## config.mk

```make
export PLATFORM = sky130hd
export DESIGN_NAME = rsi_lerp
export DESIGN_NICKNAME = d
export VERILOG_FILES = /design/src/sv/rsi_pkg.sv /design/src/sv/rsi_lerp.sv
export SDC_FILE = /design/constraint.sdc
export NUM_CORES = 2
export LEC_CHECK = 0
export BUFFER_PORTS_ARGS = -buffer_cell sky130_fd_sc_hd__buf_2
export CAP_MARGIN = 10
export CORE_UTILIZATION = 40
export CTS_CLUSTER_DIAMETER = 100
export DETAILED_ROUTE_END_ITERATION = 10
export HOLD_SLACK_MARGIN = 0.03
export SYNTH_ARGS = -nofsm -noshare
export SYNTH_HDL_FRONTEND = slang
export SYNTH_SLANG_ARGS = --single-unit
```

## constraint.sdc

```tcl
create_clock -name i_clk -period 8.04 [get_ports i_clk]
set_input_delay 1.206 -clock i_clk [delete_from_list [all_inputs] [get_ports i_clk]]
set_output_delay 1.206 -clock i_clk [all_outputs]
set_load 0.005 [all_outputs]
```

## src/sv/rsi_pkg.sv

```systemverilog
// ----------------------------------------------------------------------------
// rsi_pkg
// Shared defaults for the ray / wall segment intersection pipeline.
// ----------------------------------------------------------------------------
`timescale 1ns / 1ps
`default_nettype none

package rsi_pkg;

    // Coordinate format, signed Q16.16 by default
    localparam int COORD_WIDTH_DEF = 32;
    localparam int FRAC_BITS_DEF   = 16;

    // Register stages outside the divider (cross product 4, interpolation 3)
    // plus the divider's range check stage
    localparam int FIXED_STAGES = 8;

endpackage

`default_nettype wire

```

## src/sv/rsi_lerp.sv

```systemverilog
// ----------------------------------------------------------------------------
// rsi_lerp
// Hit decision and interpolation S + t*(E - S), product truncated toward
// zero. Three register stages, the last one is the output register.
// ----------------------------------------------------------------------------
`timescale 1ns / 1ps
`default_nettype none

module rsi_lerp #(
    parameter int CW = 32,
    parameter int FW = 16
) (
    input  wire logic                 i_clk,
    input  wire logic                 i_rst_n,
    input  wire logic                 i_valid,
    output logic                      o_ready,
    input  wire logic                 i_ok,
    input  wire logic [FW-1:0]        i_tq,
    input  wire logic signed [CW-1:0] i_sx,
    input  wire logic signed [CW-1:0] i_sy,
    input  wire logic signed [CW:0]   i_wx,
    input  wire logic signed [CW:0]   i_wy,
    output logic                      o_valid,
    input  wire logic                 i_ready,
    output logic                      o_hit,
    output logic signed [CW-1:0]      o_hit_x,
    output logic signed [CW-1:0]      o_hit_y
);
    import rsi_pkg::*;

    localparam int QW = FW + CW + 1;

    logic [3:1] r_v;
    logic [4:1] w_en;

    // stage 1
    logic                 r_hit1, r_negx1, r_negy1;
    logic [FW-1:0]        r_tq1;
    logic [CW:0]          r_magx1, r_magy1;
    logic signed [CW-1:0] r_sx1, r_sy1;
    // stage 2
    logic                 r_hit2, r_negx2, r_negy2;
    logic [QW-1:0]        r_prodx, r_prody;
    logic signed [CW-1:0] r_sx2, r_sy2;
    // stage 3
    logic                 r_hit3;
    logic signed [CW-1:0] r_hx, r_hy;

    logic [CW-1:0] w_mx, w_my;
    logic [CW-1:0] n_hx, n_hy;

    assign w_en[4] = i_ready;
    genvar g;
    generate
        for (g = 1; g <= 3; g++) begin : g_en
            assign w_en[g] = !r_v[g] || w_en[g+1];
        end
    endgenerate

    always_ff @(posedge i_clk) begin
        if (!i_rst_n) begin
            r_v <= '0;
        end else begin
            if (w_en[1]) r_v[1] <= i_valid;
            if (w_en[2]) r_v[2] <= r_v[1];
            if (w_en[3]) r_v[3] <= r_v[2];
        end
    end

    // stage 1: E - S = -W; keep its magnitude and sign
    always_ff @(posedge i_clk) begin
        if (w_en[1]) begin
            r_hit1  <= i_ok && (i_tq != '0);
            r_tq1   <= i_tq;
            r_negx1 <= !i_wx[CW] && (i_wx != '0);
            r_negy1 <= !i_wy[CW] && (i_wy != '0);
            r_magx1 <= i_wx[CW] ? (~i_wx + 1'b1) : i_wx;
            r_magy1 <= i_wy[CW] ? (~i_wy + 1'b1) : i_wy;
            r_sx1   <= i_sx;
            r_sy1   <= i_sy;
        end
    end

    // stage 2: unsigned t * |E - S|
    always_ff @(posedge i_clk) begin
        if (w_en[2]) begin
            r_hit2  <= r_hit1;
            r_negx2 <= r_negx1;
            r_negy2 <= r_negy1;
            r_prodx <= QW'(r_tq1) * QW'(r_magx1);
            r_prody <= QW'(r_tq1) * QW'(r_magy1);
            r_sx2   <= r_sx1;
            r_sy2   <= r_sy1;
        end
    end

    // stage 3: drop fraction, restore sign, add start; wraps at CW bits
    always_comb begin
        w_mx = r_prodx[FW +: CW];
        w_my = r_prody[FW +: CW];
        n_hx = r_sx2 + (r_negx2 ? (~w_mx + 1'b1) : w_mx);
        n_hy = r_sy2 + (r_negy2 ? (~w_my + 1'b1) : w_my);
    end

    always_ff @(posedge i_clk) begin
        if (w_en[3]) begin
            r_hit3 <= r_hit2;
            r_hx   <= r_hit2 ? n_hx : '0;
            r_hy   <= r_hit2 ? n_hy : '0;
        end
    end

    assign o_ready = w_en[1];
    assign o_valid = r_v[3];
    assign o_hit   = r_hit3;
    assign o_hit_x = r_hx;
    assign o_hit_y = r_hy;

endmodule

`default_nettype wire

```

Word-level counts from Yosys, hierarchy flattened

Index checks and enable logic that the tools add are counted.

Add/subtract/negate cells: 6
Multiply operators: 2
Divide/modulo/power cells: 0
Order comparisons: 0
Equal/unequal tests: 0
Shifts and indexed selects: 0
Multiplexer cells: 4
Bitwise gates (word level): 4
Reductions and logical operators: 14

Operator list:

| kind                    | number |
|---|---|
| $mux W32                | 4 |
| $mul A16 B33 Y48        | 2 |
| $add A33 B1 Y33 const B | 2 |
| $not A33 Y33            | 2 |
| $reduce_bool A33 Y1     | 2 |
| $add A32 B1 Y32 const B | 2 |
| $add A32 B32 Y32        | 2 |
| $not A32 Y32            | 2 |
| $reduce_bool A16 Y1     | 1 |
| $logic_not A1 Y1        | 5 |
| $logic_and A1 B1 Y1     | 3 |
| $logic_or A1 B1 Y1      | 3 |

Register bits after elaboration: 380
Latch bits: 0
Memory bits (writable): 0
Memory bits (read-only): 0
Output and inout port bits: 67
Word-level logic and storage cells: 53
Memories: 0

Logic depth before layout (Yosys ltp)

Depth after elaboration: 4
Mapped depth: 26
Gate-level depth less buffers: 24

Least setup slack after synthesis

OpenSTA, ideal clock, no wires.

Path type: reg-to-reg
Start: register r_tq1[1]
End: register r_prody[40] (data pin)
Setup time: 0.265 ns
Arrival: 6.501 ns
Setup slack: 1.274 ns
Cell stages (with the launch flop): 24
Path buffers: 2
Clock period less this slack: 6.766 ns
Cell sequence: edfxtp_1 -> clkbuf_1 -> clkbuf_1 -> nand2_1 -> fa_1 -> fa_1 -> fa_1 -> inv_1 -> fa_1 -> fa_1 -> inv_1 -> fa_1 -> inv_1 -> ha_1 -> o21ai_0 -> a21oi_1 -> a21oi_1 -> o31ai_1 -> a31oi_1 -> o31ai_1 -> a21boi_0 -> o21ba_2 -> o21ai_0 -> xor2_1

Cells in the longest elaborated chain, start to end: 1

RTL lines:

| element                | RTL line       | source |
|---|---|---|
| start, declared        | rsi_lerp.sv:38 | `logic [FW-1:0] r_tq1;` |
| start signal, assigned | rsi_lerp.sv:74 | `r_tq1 <= i_tq;` |
| $mul A16 B33 Y48       | rsi_lerp.sv:91 | `r_prody <= QW'(r_tq1) * QW'(r_magy1);` |
| end signal, assigned   | rsi_lerp.sv:91 |  |
| end, declared          | rsi_lerp.sv:43 | `logic [QW-1:0] r_prodx, r_prody;` |

No other way between the ends.
A chain may end at the register's enable or synchronous reset.

Final worst setup path

Start: register r_tq1[3]
End: register r_prodx[40] (data pin)

Cells in the longest elaborated chain, start to end: 1

RTL lines:

| element              | RTL line       | source |
|---|---|---|
| $mul A16 B33 Y48     | rsi_lerp.sv:90 | `r_prodx <= QW'(r_tq1) * QW'(r_magx1);` |
| end signal, assigned | rsi_lerp.sv:90 |  |
| end, declared        | rsi_lerp.sv:43 |  |

No other way between the ends.

==> impl_metrics.json <==
{
  "outcome": "finished clean",
  "cts.path.max_buffers": 3,
  "ys_seq_area_frac": 0.215,
  "timing.rr.start": "r_tq1[3]$_DFFE_PP_",
  "yosys.area.top_type": "fa_1",
  "route.met2.wl_microns": 58300,
  "avgSynthCellArea_sq_um": 9.87,
  "routedLengthMet1_microns": 58200,
  "cts_hold_buffers": 0,
  "drive_gt1_frac": 0.0768,
  "firstDrtPassIters": 5,
  "cts_setup_buffers": 0,
  "die_area_sq_um": 122000,
  "avgRoutedWirePerCell_microns": 19.3,
  "globalplace.congestion": 0.896,
  "rsz0062_at_grt": "no",
  "core_area_sq_um": 120000,
  "synth.area.top_cells": "fa_1, edfxtp_1, ha_1",
  "synth_top_family_by_area": "adder cells",
  "synth-async-reset-ratio": 0,
  "start_kind": "flop",
  "maxSlewViolCount": 0,
  "vias": 33900,
  "ant_nets": 0,
  "fin_crit_ns": 7.45,
  "fin_tns_setup_ns": 0,
  "final_cell_mix": "inv_1, fa_1, nand2_1",
  "cap_violations": 0,
  "fillerInstances": 11600,
  "muxShareOfSynthArea": 0.000439,
  "tightest_slew_ns": 1.10,
  "final_hold_viol_count": 0,
  "post-route-drc-count": 0,
  "grt_pass1_vias": 35900,
  "cts-root-buf": "clkbuf_16",
  "ys_ff_latch": 348,
  "wl_met3_microns": 9440,
  "ioPinCount": 218,
  "syn-num-nets": 6217,
  "grt_start_max_net_pins": 67,
  "synth_compound_area_frac": 0.0650,
  "synth_cells": 4908,
  "synth_edf_count": 345,
  "synth.distinct_cells": 68,
  "die_w_microns": 350,
  "synthXorXnorAreaFrac": 0.0441,
  "hold_depth": 0,
  "fin_skew_ns": 0.0295,
  "rows": 127,
  "clk_pin_slew_ns": 0.06,
  "reg2reg_depth": 24,
  "hp-class": "reg2reg",
  "syn_area_sq_um": 48400,
  "drt_first_iter_violations": 2081,
  "crit_required_ns": 8.42,
  "dp_hpwl_microns": 101000,
  "arrival_ns": 7.83,
  "max_freq_mhz": 134,
  "cts_buffers": 46,
  "finalSetupViolCount": 0,
  "die_h_microns": 350,
  "synthSimpleGateAreaFrac": 0.153,
  "cts_resized": 0,
  "cts.sinks": 348,
  "rrSetupSlack_ns": 0.59,
  "whs_endpoint": "r_sx2[24]$_DFFE_PP_",
  "period_share": 0.926,
  "port_buffers": 217,
  "via_per_inst": 5.08,
  "r2r-end": "r_prodx[40]$_DFFE_PP_",
  "netlist.area_leader.share": 0.356,
  "worstSetupEndpointType": "flop",
  "insertion_delay_ns": 0.64,
  "routed_wl_microns": 129000,
  "final_net_count": 6335,
  "path_max_fanout": 32,
  "grt_pass1_wl_microns": 205000,
  "yosysWarnings": 0,
  "synth-adder-area-share": 0.433,
  "final_common_cell": "inv_1",
  "overflow": 0,
  "h-tree-depth": 2,
  "hp-start": "r_sx1[24]$_DFFE_PP_",
  "initial_utilization": 0.404,
  "seqCellArea_sq_um": 10400,
  "syn2layout_area_growth_pct": 9.47,
  "track_usage": 0.215,
  "critPathKind": "reg2reg",
  "top_layer_used": "met5",
  "synth_ff_type": "edfxtp_1",
  "max_slew_margin": 0.246,
  "multi_input_area_sq_um": 33700,
  "cts_tree": "yes",
  "antenna_found_initial": 5
}
## worst max path at each step
stage | start | endpoint | slack (ns) | cells after the start
final | r_tq1[3]$_DFFE_PP_ | r_prodx[40]$_DFFE_PP_ | 0.59 | 24
after global routing | r_magy1[10]$_DFFE_PP_ | r_prody[47]$_DFFE_PP_ | 0.12 | 22
after CTS | r_tq1[4]$_DFFE_PP_ | r_prody[47]$_DFFE_PP_ | 0.63 | 23
after detailed placement | r_tq1[3]$_DFFE_PP_ | r_prodx[40]$_DFFE_PP_ | 0.62 | 24
after global placement | r_tq1[3]$_DFFE_PP_ | r_prodx[40]$_DFFE_PP_ | 0.75 | 24
after floorplan | r_tq1[1]$_DFFE_PP_ | r_prody[40]$_DFFE_PP_ | 1.27 | 23
## metal layers
layer  vias up  GRT usage
met5         -          0
met4         4     0.0492
met3       138     0.0378
met2      1002      0.342
met1     17300      0.306
li1      15500          -
## cells by family after synthesis
family,count (synthesis)
adder cells (fa/ha/maj),1158
XOR/XNOR,244
buffers and inverters,1155
flip-flops,348
AO/OA/AOI/OAI,492
AND/OR/NAND/NOR,1509
multiplexers,2
## layout make-up
class / count / area share
multi-input combinational: 3405 / 0.636
sequential: 348 / 0.197
inverter: 942 / 0.0667
tap: 1612 / 0.0380
timing repair buffer: 283 / 0.0329
clock buffer: 50 / 0.0220
clock inverter: 34 / 0.00826
antenna: 1 / 0.0000472
## stage by stage
step | setup slack [ns] | std cells | cell area [sq um] | hold slack [ns] | utilization
6_report | 0.593 | 6675 | 53000 | 0.415 | 0.442
3_3_place_gp | 0.753 | 6590 | 51400 | 0.402 | 0.429
4_1_cts | 0.634 | 6674 | 53000 | 0.418 | 0.442
5_1_grt | 0.121 | 6674 | 53000 | 0.422 | 0.442
2_1_floorplan | 1.27 | 4908 | 48400 | 0.400 | -
3_5_place_dp | 0.623 | 6590 | 51400 | 0.405 | 0.429
## flip-flops by register name (all words and copies together) (netlist names)
name     count
r_magx1     33
r_magy1     33
o_hit_x     32
o_hit_y     32
r_prodx     32
r_prody     32
r_sx1       32
r_sx2       32
r_sy1       32
r_sy2       32
r_tq1       16
r_v          3
o_hit        1
r_hit1       1
r_hit2       1
r_negx1      1
r_negx2      1
r_negy1      1
r_negy2      1
## synthesized netlist by cell type (8+ instances only)
library cell / count
o21bai_1: 16
and2_1: 451
a21o_1: 79
edfxtp_1: 345
fa_1: 862
a211oi_1: 17
nand3_1: 30
a31oi_1: 13
clkbuf_1: 210
ha_1: 296
xor2_1: 44
a21oi_1: 135
nor2_1: 76
and3_1: 11
nor4_1: 8
or3_1: 21
or4_1: 21
nor2b_1: 26
o21a_1: 16
o31ai_1: 44
nand2b_1: 22
or2_2: 9
nand4_1: 30
o41ai_1: 14
inv_1: 942
nor3_1: 21
xnor2_1: 200
nand2_1: 752
o21ai_0: 107
## worst max-delay path, cell delays in order (launching register included)
cell and delay [ns]:
edfxtp_1 0.66, buf_12 0.29, buf_4 0.24, nand2_1 0.09, fa_1 0.49, fa_1 0.51, fa_1 0.51, inv_1 0.05
fa_1 0.49, fa_1 0.49, inv_1 0.05, fa_1 0.47, inv_1 0.04, ha_1 0.32, a211oi_1 0.24, o21ai_0 0.12
a221oi_1 0.48, nor3_1 0.16, nor2_1 0.12, buf_4 0.15, o21ai_0 0.17, a31oi_1 0.35, o21ai_0 0.22, a221oi_1 0.35
xnor2_1 0.10
Power is left out: the tool's default activity adds up to more than one toggle a clock period on the data nets, which glitch-free logic cannot reach.
